**src/hdl/ipv4rsv_pkg.sv**
```systemverilog
`timescale 1ns / 1ps

package ipv4rsv_pkg;

  localparam int unsigned CountWidthDefault = 16;
  localparam int unsigned QueueDepth = 2;

  localparam logic [1:0] StOk = 2'd0;
  localparam logic [1:0] StHeader = 2'd1;
  localparam logic [1:0] StChecksum = 2'd2;

  localparam logic [7:0] ProtoUdp = 8'd17;
  localparam logic [7:0] ProtoTcp = 8'd6;

  localparam logic CfgDirection = 1'b0;
  localparam logic CfgLocalAddress = 1'b1;

  localparam logic [31:0] LocalAddressReset = 32'h0A4D0002;

  typedef enum logic [1:0] {
    PhLenHigh = 2'd0,
    PhLenLow  = 2'd1,
    PhBody    = 2'd2
  } phase_e;

  // One event handed from the parser to the counter stage.
  typedef struct packed {
    logic        stream_end;  // 1: end marker, 0: valid packet
    logic [1:0]  status;
    logic        is_tcp;
    logic [15:0] length;
  } event_t;

  // Ones-complement 16-bit add with end-around carry.
  function automatic logic [15:0] oc_add(input logic [15:0] a, input logic [15:0] b);
    logic [16:0] s;
    s = {1'b0, a} + {1'b0, b};
    return s[15:0] + {15'd0, s[16]};
  endfunction

endpackage

```
**src/hdl/ipv4rsv_front.sv**
```systemverilog
`timescale 1ns / 1ps

module ipv4rsv_front (
  input  logic                 clk_i,
  input  logic                 rst_ni,
  input  logic                 take_i,
  input  logic                 op_i,
  input  logic [7:0]           byte_i,
  input  logic                 direction_i,
  input  logic [31:0]          local_address_i,
  output logic                 push_o,
  output ipv4rsv_pkg::event_t  event_o
);

  ipv4rsv_pkg::phase_e phase_q, phase_d;
  logic [7:0]  len_high_q, len_high_d;
  logic [15:0] rec_len_q, rec_len_d;
  logic [15:0] offset_q, offset_d;
  logic [15:0] hsum_q, hsum_d;
  logic [15:0] tsum_q, tsum_d;
  logic        ver_q, ver_d, ihl_q, ihl_d, addr_q, addr_d;
  logic [15:0] tlf_q, tlf_d;
  logic [7:0]  proto_q, proto_d;
  logic [15:0] ulen_q, ulen_d;
  logic        ucnz_q, ucnz_d;
  logic [3:0]  doff_q, doff_d;
  logic [1:0]  err_q, err_d;

  logic [15:0] word;
  logic [15:0] tl;
  logic [5:0]  doff4;
  logic [17:0] tsum_fin;
  logic [16:0] fold1;
  logic [15:0] fold2;
  logic [1:0]  judge;
  logic        last_byte;
  logic [7:0]  addr_byte;

  always_comb begin
    word = offset_q[0] ? {8'd0, byte_i} : {byte_i, 8'd0};
    unique case (offset_q[1:0])
      2'd0: addr_byte = local_address_i[31:24];
      2'd1: addr_byte = local_address_i[23:16];
      2'd2: addr_byte = local_address_i[15:8];
      default: addr_byte = local_address_i[7:0];
    endcase
  end

  // Next state of the per-byte parser.
  always_comb begin
    phase_d = phase_q;
    len_high_d = len_high_q;
    rec_len_d = rec_len_q;
    offset_d = offset_q;
    hsum_d = hsum_q;
    tsum_d = tsum_q;
    ver_d = ver_q;
    ihl_d = ihl_q;
    addr_d = addr_q;
    tlf_d = tlf_q;
    proto_d = proto_q;
    ulen_d = ulen_q;
    ucnz_d = ucnz_q;
    doff_d = doff_q;
    err_d = err_q;
    if (op_i) begin
      phase_d = ipv4rsv_pkg::PhLenHigh;
      err_d = ipv4rsv_pkg::StOk;
    end else if (err_q == ipv4rsv_pkg::StOk) begin
      unique case (phase_q)
        ipv4rsv_pkg::PhLenHigh: begin
          len_high_d = byte_i;
          phase_d = ipv4rsv_pkg::PhLenLow;
        end
        ipv4rsv_pkg::PhLenLow: begin
          rec_len_d = {len_high_q, byte_i};
          if ({len_high_q, byte_i} == 16'd0) begin
            err_d = ipv4rsv_pkg::StHeader;
            phase_d = ipv4rsv_pkg::PhLenHigh;
          end else begin
            phase_d = ipv4rsv_pkg::PhBody;
            offset_d = '0;
            hsum_d = '0;
            tsum_d = '0;
            ver_d = 1'b0;
            ihl_d = 1'b0;
            addr_d = 1'b1;
            tlf_d = '0;
            proto_d = '0;
            ulen_d = '0;
            ucnz_d = 1'b0;
            doff_d = '0;
          end
        end
        default: begin
          if (offset_q == 16'd0) begin
            if (byte_i[7:4] == 4'd4) ver_d = 1'b1;
            if (byte_i[3:0] == 4'd5) ihl_d = 1'b1;
          end
          if (offset_q < 16'd20) hsum_d = ipv4rsv_pkg::oc_add(hsum_q, word);
          if (offset_q == 16'd2) tlf_d = {byte_i, tlf_q[7:0]};
          if (offset_q == 16'd3) tlf_d = {tlf_q[15:8], byte_i};
          if (offset_q == 16'd9) proto_d = byte_i;
          if (offset_q >= 16'd12 && offset_q < 16'd20) begin
            if ((offset_q < 16'd16) == !direction_i) begin
              if (addr_byte != byte_i) addr_d = 1'b0;
            end
          end
          if (offset_q >= 16'd12) tsum_d = ipv4rsv_pkg::oc_add(tsum_q, word);
          if (offset_q == 16'd24) ulen_d = {byte_i, ulen_q[7:0]};
          if (offset_q == 16'd25) ulen_d = {ulen_q[15:8], byte_i};
          if ((offset_q == 16'd26 || offset_q == 16'd27) && byte_i != 8'd0) ucnz_d = 1'b1;
          if (offset_q == 16'd32) doff_d = byte_i[7:4];
          offset_d = offset_q + 16'd1;
          if (offset_q + 16'd1 == rec_len_q) begin
            phase_d = ipv4rsv_pkg::PhLenHigh;
            if (judge != ipv4rsv_pkg::StOk) err_d = judge;
          end
        end
      endcase
    end
  end

  assign last_byte = !op_i && err_q == ipv4rsv_pkg::StOk &&
                     phase_q == ipv4rsv_pkg::PhBody && offset_q + 16'd1 == rec_len_q;

  // Packet checks in order on the state as updated by the final byte.
  always_comb begin
    tl = rec_len_q - 16'd20;
    doff4 = {doff_d, 2'b00};
    tsum_fin = {2'b00, tsum_d} + {10'd0, proto_d} + {2'b00, tl};
    fold1 = {1'b0, tsum_fin[15:0]} + {15'd0, tsum_fin[17:16]};
    fold2 = fold1[15:0] + {15'd0, fold1[16]};
    if (rec_len_q < 16'd20 || !ver_d) begin
      judge = ipv4rsv_pkg::StHeader;
    end else if (!ihl_d || tlf_d != rec_len_q) begin
      judge = ipv4rsv_pkg::StHeader;
    end else if (hsum_d != 16'hffff) begin
      judge = ipv4rsv_pkg::StChecksum;
    end else if (!addr_d) begin
      judge = ipv4rsv_pkg::StHeader;
    end else if (proto_d == ipv4rsv_pkg::ProtoUdp &&
                 (tl < 16'd8 || ulen_d != tl || !ucnz_d)) begin
      judge = ipv4rsv_pkg::StHeader;
    end else if (proto_d == ipv4rsv_pkg::ProtoTcp &&
                 (tl < 16'd20 || doff4 < 6'd20 || {10'd0, doff4} > tl)) begin
      judge = ipv4rsv_pkg::StHeader;
    end else if (proto_d != ipv4rsv_pkg::ProtoUdp && proto_d != ipv4rsv_pkg::ProtoTcp) begin
      judge = ipv4rsv_pkg::StHeader;
    end else if (fold2 != 16'hffff) begin
      judge = ipv4rsv_pkg::StChecksum;
    end else begin
      judge = ipv4rsv_pkg::StOk;
    end
  end

  always_comb begin
    push_o = 1'b0;
    event_o = '0;
    if (take_i && op_i) begin
      push_o = 1'b1;
      event_o.stream_end = 1'b1;
      event_o.status = (err_q == ipv4rsv_pkg::StOk && phase_q != ipv4rsv_pkg::PhLenHigh) ?
                       ipv4rsv_pkg::StHeader : err_q;
    end else if (take_i && last_byte && judge == ipv4rsv_pkg::StOk) begin
      push_o = 1'b1;
      event_o.is_tcp = (proto_d == ipv4rsv_pkg::ProtoTcp);
      event_o.length = rec_len_q;
    end
  end

  always_ff @(posedge clk_i or negedge rst_ni) begin
    if (!rst_ni) begin
      phase_q <= ipv4rsv_pkg::PhLenHigh;
      err_q <= ipv4rsv_pkg::StOk;
      len_high_q <= '0;
      rec_len_q <= '0;
      offset_q <= '0;
    end else if (take_i) begin
      phase_q <= phase_d;
      err_q <= err_d;
      len_high_q <= len_high_d;
      rec_len_q <= rec_len_d;
      offset_q <= offset_d;
    end
  end

  always_ff @(posedge clk_i) begin
    if (take_i) begin
      hsum_q <= hsum_d;
      tsum_q <= tsum_d;
      ver_q <= ver_d;
      ihl_q <= ihl_d;
      addr_q <= addr_d;
      tlf_q <= tlf_d;
      proto_q <= proto_d;
      ulen_q <= ulen_d;
      ucnz_q <= ucnz_d;
      doff_q <= doff_d;
    end
  end

endmodule

```
**src/hdl/ipv4rsv_queue.sv**
```systemverilog
`timescale 1ns / 1ps

module ipv4rsv_queue (
  input  logic                 clk_i,
  input  logic                 rst_ni,
  input  logic                 push_i,
  input  ipv4rsv_pkg::event_t  data_i,
  output logic                 full_o,
  input  logic                 pop_i,
  output logic                 empty_o,
  output ipv4rsv_pkg::event_t  data_o
);

  localparam int unsigned PtrW = $clog2(ipv4rsv_pkg::QueueDepth);
  localparam int unsigned CntW = $clog2(ipv4rsv_pkg::QueueDepth + 1);

  ipv4rsv_pkg::event_t mem_q [ipv4rsv_pkg::QueueDepth];
  logic [PtrW-1:0] wr_q, rd_q;
  logic [CntW-1:0] cnt_q;

  assign full_o = cnt_q == CntW'(ipv4rsv_pkg::QueueDepth);
  assign empty_o = cnt_q == '0;
  assign data_o = mem_q[rd_q];

  always_ff @(posedge clk_i) begin
    if (push_i) mem_q[wr_q] <= data_i;
  end

  always_ff @(posedge clk_i or negedge rst_ni) begin
    if (!rst_ni) begin
      wr_q <= '0;
      rd_q <= '0;
      cnt_q <= '0;
    end else begin
      if (push_i) wr_q <= (wr_q == PtrW'(ipv4rsv_pkg::QueueDepth - 1)) ? '0 : wr_q + 1'b1;
      if (pop_i) rd_q <= (rd_q == PtrW'(ipv4rsv_pkg::QueueDepth - 1)) ? '0 : rd_q + 1'b1;
      if (push_i && !pop_i) cnt_q <= cnt_q + 1'b1;
      else if (pop_i && !push_i) cnt_q <= cnt_q - 1'b1;
    end
  end

endmodule

```
**src/hdl/ipv4rsv_back.sv**
```systemverilog
`timescale 1ns / 1ps

module ipv4rsv_back #(
  parameter int unsigned COUNT_WIDTH = ipv4rsv_pkg::CountWidthDefault
) (
  input  logic                 clk_i,
  input  logic                 rst_ni,
  input  logic                 empty_i,
  input  ipv4rsv_pkg::event_t  event_i,
  output logic                 pop_o,
  output logic                 out_valid_o,
  input  logic                 out_ready_i,
  output logic [1:0]           out_user_o,
  output logic [98:0]          out_data_o
);

  localparam logic [COUNT_WIDTH-1:0] CountMax = '1;

  logic [COUNT_WIDTH-1:0] pkt_q, pkt_d, udp_q, udp_d, tcp_q, tcp_d;
  logic [31:0] bytes_q, bytes_d;
  logic [32:0] bytes_sum;
  logic [COUNT_WIDTH+15:0] pkt_x, udp_x, tcp_x;
  logic        valid_q;
  logic [1:0]  user_q, user_d;
  logic [98:0] data_q, data_d;

  assign pop_o = !empty_i && (!valid_q || out_ready_i);

  always_comb begin
    pkt_d = pkt_q;
    udp_d = udp_q;
    tcp_d = tcp_q;
    bytes_sum = {1'b0, bytes_q} + {17'd0, event_i.length};
    bytes_d = bytes_q;
    if (!event_i.stream_end) begin
      if (pkt_q != CountMax) pkt_d = pkt_q + 1'b1;
      if (event_i.is_tcp) begin
        if (tcp_q != CountMax) tcp_d = tcp_q + 1'b1;
      end else if (udp_q != CountMax) begin
        udp_d = udp_q + 1'b1;
      end
      bytes_d = bytes_sum[32] ? 32'hffff_ffff : bytes_sum[31:0];
    end
    pkt_x = {16'd0, pkt_d};
    udp_x = {16'd0, udp_d};
    tcp_x = {16'd0, tcp_d};
    user_d = {event_i.stream_end, !event_i.stream_end};
    data_d = {bytes_d, tcp_x[15:0], udp_x[15:0], pkt_x[15:0],
              event_i.length, event_i.is_tcp, event_i.status};
  end

  always_ff @(posedge clk_i or negedge rst_ni) begin
    if (!rst_ni) begin
      valid_q <= 1'b0;
      pkt_q <= '0;
      udp_q <= '0;
      tcp_q <= '0;
      bytes_q <= '0;
    end else begin
      if (pop_o) valid_q <= 1'b1;
      else if (out_ready_i) valid_q <= 1'b0;
      if (pop_o) begin
        if (event_i.stream_end) begin
          pkt_q <= '0;
          udp_q <= '0;
          tcp_q <= '0;
          bytes_q <= '0;
        end else begin
          pkt_q <= pkt_d;
          udp_q <= udp_d;
          tcp_q <= tcp_d;
          bytes_q <= bytes_d;
        end
      end
    end
  end

  always_ff @(posedge clk_i) begin
    if (pop_o) begin
      user_q <= user_d;
      data_q <= data_d;
    end
  end

  assign out_valid_o = valid_q;
  assign out_user_o = user_q;
  assign out_data_o = data_q;

endmodule

```
**src/hdl/ipv4_record_stream_validator.sv**
```systemverilog
`timescale 1ns / 1ps

// IPv4 record stream validator.
// Input stream: each transaction carries one byte in s_axis_tdata, or, with
// s_axis_tuser high, the end-of-stream marker. Records are a 2-byte
// big-endian length followed by an IPv4 packet of that many bytes.
// Output stream: one transaction per valid packet (tuser bit 0) and one per
// end marker (tuser bit 1) with final status and the saturating totals;
// the totals are cleared after the end marker.
// The parser accepts one byte every cycle while s_axis_tready is high. It
// updates running ones-complement sums and header fields per byte and judges
// the packet in the cycle of its last byte. Judged events pass through a
// two-entry queue to the counter stage, which owns the output register.
// Throughput is one byte per cycle; a stalled receiver is absorbed by the
// output register and the queue, and only when both are full does
// s_axis_tready fall. After the first error, bytes are taken and dropped
// until the end marker. Reset empties the queue and output, clears all
// stream state and counters, and loads the register defaults (direction 0,
// local address 10.77.0.2). cfg_ready_o is always high.
module ipv4_record_stream_validator #(
  parameter int unsigned COUNT_WIDTH = ipv4rsv_pkg::CountWidthDefault
) (
  input  logic         clk_i,
  input  logic         rst_ni,
  input  logic         s_axis_tvalid,
  output logic         s_axis_tready,
  input  logic [7:0]   s_axis_tdata,   // [7:0] data_byte
  input  logic         s_axis_tuser,   // [0] op
  output logic         m_axis_tvalid,
  input  logic         m_axis_tready,
  // [1:0] status, [2] is_tcp, [18:3] packet length, [34:19] valid packet total,
  // [50:35] udp_count, [66:51] tcp_count, [98:67] ip_byte_count, rest zero
  output logic [103:0] m_axis_tdata,
  output logic [1:0]   m_axis_tuser,   // [0] packet_done, [1] stream_done
  input  logic         cfg_valid_i,
  output logic         cfg_ready_o,
  input  logic         cfg_index_i,
  input  logic [31:0]  cfg_data_i
);

  logic        direction_q;
  logic [31:0] local_address_q;
  logic        take;
  logic        push, full, empty, pop;
  ipv4rsv_pkg::event_t push_event, head_event;
  logic [98:0] out_data;

  assign cfg_ready_o = 1'b1;

  always_ff @(posedge clk_i or negedge rst_ni) begin
    if (!rst_ni) begin
      direction_q <= 1'b0;
      local_address_q <= ipv4rsv_pkg::LocalAddressReset;
    end else if (cfg_valid_i) begin
      case (cfg_index_i)
        ipv4rsv_pkg::CfgDirection: direction_q <= cfg_data_i[0];
        default: local_address_q <= cfg_data_i;
      endcase
    end
  end

  assign s_axis_tready = !full;
  assign take = s_axis_tvalid && !full;

  ipv4rsv_front u_front (
    .clk_i,
    .rst_ni,
    .take_i(take),
    .op_i(s_axis_tuser),
    .byte_i(s_axis_tdata),
    .direction_i(direction_q),
    .local_address_i(local_address_q),
    .push_o(push),
    .event_o(push_event)
  );

  ipv4rsv_queue u_queue (
    .clk_i,
    .rst_ni,
    .push_i(push),
    .data_i(push_event),
    .full_o(full),
    .pop_i(pop),
    .empty_o(empty),
    .data_o(head_event)
  );

  ipv4rsv_back #(.COUNT_WIDTH(COUNT_WIDTH)) u_back (
    .clk_i,
    .rst_ni,
    .empty_i(empty),
    .event_i(head_event),
    .pop_o(pop),
    .out_valid_o(m_axis_tvalid),
    .out_ready_i(m_axis_tready),
    .out_user_o(m_axis_tuser),
    .out_data_o(out_data)
  );

  assign m_axis_tdata = {5'd0, out_data};

endmodule

```
**config.mk**
```make
export PLATFORM = sky130hd
export DESIGN_NAME = ipv4_record_stream_validator
export DESIGN_NICKNAME = d
export VERILOG_FILES = /design/src/hdl/ipv4rsv_pkg.sv /design/src/hdl/ipv4rsv_front.sv /design/src/hdl/ipv4rsv_queue.sv /design/src/hdl/ipv4rsv_back.sv /design/src/hdl/ipv4_record_stream_validator.sv
export SDC_FILE = /design/constraint.sdc
export NUM_CORES = 1
export LEC_CHECK = 0
export BUFFER_PORTS_ARGS = -buffer_cell sky130_fd_sc_hd__buf_2
export CAP_MARGIN = 25
export CORE_MARGIN = 3
export CORE_UTILIZATION = 55
export DETAILED_ROUTE_END_ITERATION = 8
export HOLD_SLACK_MARGIN = 0.12
export PLACE_DENSITY = 0.8
export SETUP_SLACK_MARGIN = 0.3
export SLEW_MARGIN = 10
export SYNTH_ARGS = -nofsm -noshare
export SYNTH_HDL_FRONTEND = slang
export SYNTH_SLANG_ARGS = --single-unit
export TNS_END_PERCENT = 1
```
**constraint.sdc**
```tcl
create_clock -name clk_i -period 17.2 [get_ports clk_i]
set_input_delay 2.58 -clock clk_i [delete_from_list [all_inputs] [get_ports clk_i]]
set_output_delay 2.58 -clock clk_i [all_outputs]
set_load 0.01 [all_outputs]
```
==> impl_metrics.env <==
export IMPL_outcome="finished clean"
export IMPL_critical_r2r_launch="u_front.offset_q[0]"
export IMPL_setup_violations_final=0
export IMPL_post_synthesis_register_bit_count=383
export IMPL_routed_via_count=20700
export IMPL_finalCriticalPeriod_ps=15380
export IMPL_die_height_um=217
export IMPL_detailed_place_hpwl_mm=46.8
export IMPL_finish_utilization_pct=62.2
export IMPL_placement_rows=76
export IMPL_post_cts_resize_count=0
export IMPL_tightest_slew_ps=1060
export IMPL_detail_route_antenna_nets=0
export IMPL_rr_endpoint="u_queue.mem_q[1][3]"
export IMPL_track_usage_pct=27.6
export IMPL_cts_hold_buffers_added=0
export IMPL_ioPinCount=156
export IMPL_syn_inst=2502
export IMPL_syn_area_mm2=0.0244
export IMPL_r2r_slack_ps=3200
export IMPL_post_synthesis_async_set_or_reset_flop_share_pct=42.3
export IMPL_clock_tree_htree_level_count=2
export IMPL_most_common_layout_cells="nand2_1, edfxtp_1, nor2_1, o21ai_0, dfrtp_1"
export IMPL_grt_start_max_net_pins=104
export IMPL_post_route_drc_count=0
export IMPL_post_route_period_util_pct=89.4
export IMPL_cp_max_fo=23
export IMPL_drt_wirelength_per_cell_um=20.7
export IMPL_clock_latency_ps=570
export IMPL_count_of_non_filler_cells_in_the_finished_layout=3207
export IMPL_maxSlewHeadroom_pct=29.6
export IMPL_grt_first_pass_wirelength_mm=106
export IMPL_tritoncts_num_buffers=43
export IMPL_antenna_found_initial=2
export IMPL_drtPass1Iterations=8
export IMPL_die_x_um=217
export IMPL_cts_tree="built"
export IMPL_drt_iter0_markers=2374
export IMPL_min_delay_start="local_address_q[5]"
export IMPL_synth_area_per_cell_um2=9.77
export IMPL_core_box_area_mm2=0.0435
export IMPL_area_growth_synth_to_final_pct=10.6
export IMPL_drt_total_wl_mm=66.5
export IMPL_yosys_warnings=0
export IMPL_r2r_cells=50
export IMPL_portBuffers=149
export IMPL_post_synth_num_cell_types=101
export IMPL_drv_slew=0
export IMPL_gp_routability_congestion=0.916
export IMPL_critPathLaunchType="primary input"
export IMPL_cp_num_buf_inv=2
export IMPL_layout_cells_most_common="nand2_1"
export IMPL_clk_root_buffer_cell="clkbuf_16"
export IMPL_grt_setup_unrepaired="no"
export IMPL_min_delay_path_class="flop to flop"
export IMPL_setup_ws_ps=1820
export IMPL_cp_arrival_ps=15570
export IMPL_worst_path_dominant_cell_family="compound AO/OA/AOI/OAI gates"
export IMPL_postCtsSetupBuffers=0
export IMPL_numClockSinks=383
export IMPL_cellPowerDensity_mw_per_mm2=198
export IMPL_number_of_nets_at_the_end_of_the_flow=2730
export IMPL_floorplan_initialDensity_pct=56.2
export IMPL_max_clock_freq_ghz=0.0650
export IMPL_worst_path_max_delay_cell="and2_1"
export IMPL_vdd_ir_drop_worst_v=0.000233
export IMPL_power_uw=5360
export IMPL_gr_total_overflow=0
export IMPL_die_area_mm2=0.0470
export IMPL_synth_ff_type="edfxtp_1"
export IMPL_synth_seq_area_share_pct=43.8
export IMPL_edff_count_synth=221
export IMPL_fin_tns_setup_ps=0
export IMPL_fin_skew_ps=13.2
export IMPL_whs_endpoint="local_address_q[5]"
export IMPL_cts_buffer_depth=3
export IMPL_critical_path_max_stage_delay_ps=710
export IMPL_vias_per_cell=6.46
export IMPL_drive_above_1_share_pct=14.1
export IMPL_timing_setup_critical_path_class="primary input to flop"
export IMPL_end_kind="flop"
export IMPL_dp_cells=3124
export IMPL_dpl_worst_slack_ps=1570
export IMPL_finalHoldViolCount=0
export IMPL_drv_max_cap_violation_count=0
export IMPL_hold_path_cell_count=1
export IMPL_clkTransAtPathRegs_ps=50
export IMPL_first_global_vias=19700
export IMPL_timing_critical_path_mode_cell="ha_1"
export IMPL_p_leak_uw=0.0111
export IMPL_worstPathRequired_ps=17390
## registers in the layout, indices dropped and copies added (netlist names), 32 cells and up
name and cells:
u_queue.mem_q 40, local_address_q 32, u_back.bytes_q 32, u_back.out_data_o 99
## logic make-up after synthesis
family,after synthesis,synth area share [%]
XOR/XNOR,180,6.56
AND/OR/NAND/NOR,894,18.6
flip-flops,383,43.8
multiplexers,129,5.72
buffers and inverters,193,3.25
adder cells (fa/ha/maj),97,5.08
AO/OA/AOI/OAI,624,17.0
other,2,0.0307
## stage by stage
step           instance area, um^2  hold slack (ps)
3_3_place_gp                 25500              487
2_1_floorplan                24500              455
4_1_cts                      27000              510
6_report                     27000              509
3_5_place_dp                 25600              495
5_1_grt                      27000              525
## where the power goes
group | internal, uW | leakage (uW) | switching, uW
clock | 533 | 0.000685 | 386
combinational | 1090 | 0.00611 | 1830
sequential | 1290 | 0.00427 | 231
## synth_stat cells (22+ instances only)
library cell / n / area share (%)
nand3_1: 93 / 1.9
a21oi_1: 117 / 2.4
clkbuf_1: 95 / 1.5
dfrtp_1: 155 / 16
o21ai_0: 178 / 3.6
nand2b_1: 22 / 0.56
nor3_1: 37 / 0.76
mux2_2: 83 / 3.8
xnor2_1: 105 / 3.8
a21o_1: 30 / 0.92
o31ai_1: 28 / 0.86
nand2_1: 255 / 3.9
xor2_1: 73 / 2.6
ha_1: 92 / 4.7
mux2i_1: 44 / 1.8
nor2b_1: 25 / 0.64
nor4_1: 31 / 0.79
and3_1: 54 / 1.4
edfxtp_1: 221 / 27
nand4_1: 48 / 1.2
a22o_1: 32 / 1.1
inv_1: 58 / 0.89
o21a_1: 25 / 0.77
nor2_1: 187 / 2.9
and2_1: 43 / 1.1
## worst register-to-register path: cells and delay by family, from the launching register on
kind / cells / cell delay, ps
DFF: 1 / 1030
AOI/OAI and AO/OA: 23 / 5570
adders and majority gates: 9 / 2230
buffers and inverters: 3 / 640
xor gates and xnor gates: 3 / 450
and+or+nand+nor: 12 / 3690
## routing by layer
layer | vias to the layer above | routed length (um) | track usage (%)
met3 | 199 | 5880 | 4.69
met2 | 1094 | 31000 | 45.7
met5 | - | 8 | 0
met4 | 2 | 2770 | 11.2
met1 | 9947 | 26800 | 36.2
li1 | 9480 | - | -
## worst max path at each step
stage | startpoint | end | cells past startpoint
floorplan | s_axis_tdata[1] | u_queue.mem_q[0][0] | 52
global placement | s_axis_tdata[1] | u_queue.mem_q[0][7] | 52
detailed placement | s_axis_tdata[1] | u_queue.mem_q[0][6] | 52
CTS | s_axis_tdata[1] | u_queue.mem_q[0][11] | 52
global route | s_axis_tdata[0] | u_queue.mem_q[1][10] | 52
finish | s_axis_tdata[1] | u_queue.mem_q[1][3] | 52
## cell type report
class,count,area (um^2)
diodes,1,2.50
clock inverters,21,178
clock buffers,58,1220
flip-flops and latches,383,10700
well taps,585,732
repair buffers,170,965
fillers,3469,16400
multi-input cells,1930,13000
inverters,59,224
Note: power is estimated with default switching activity, not from simulation.
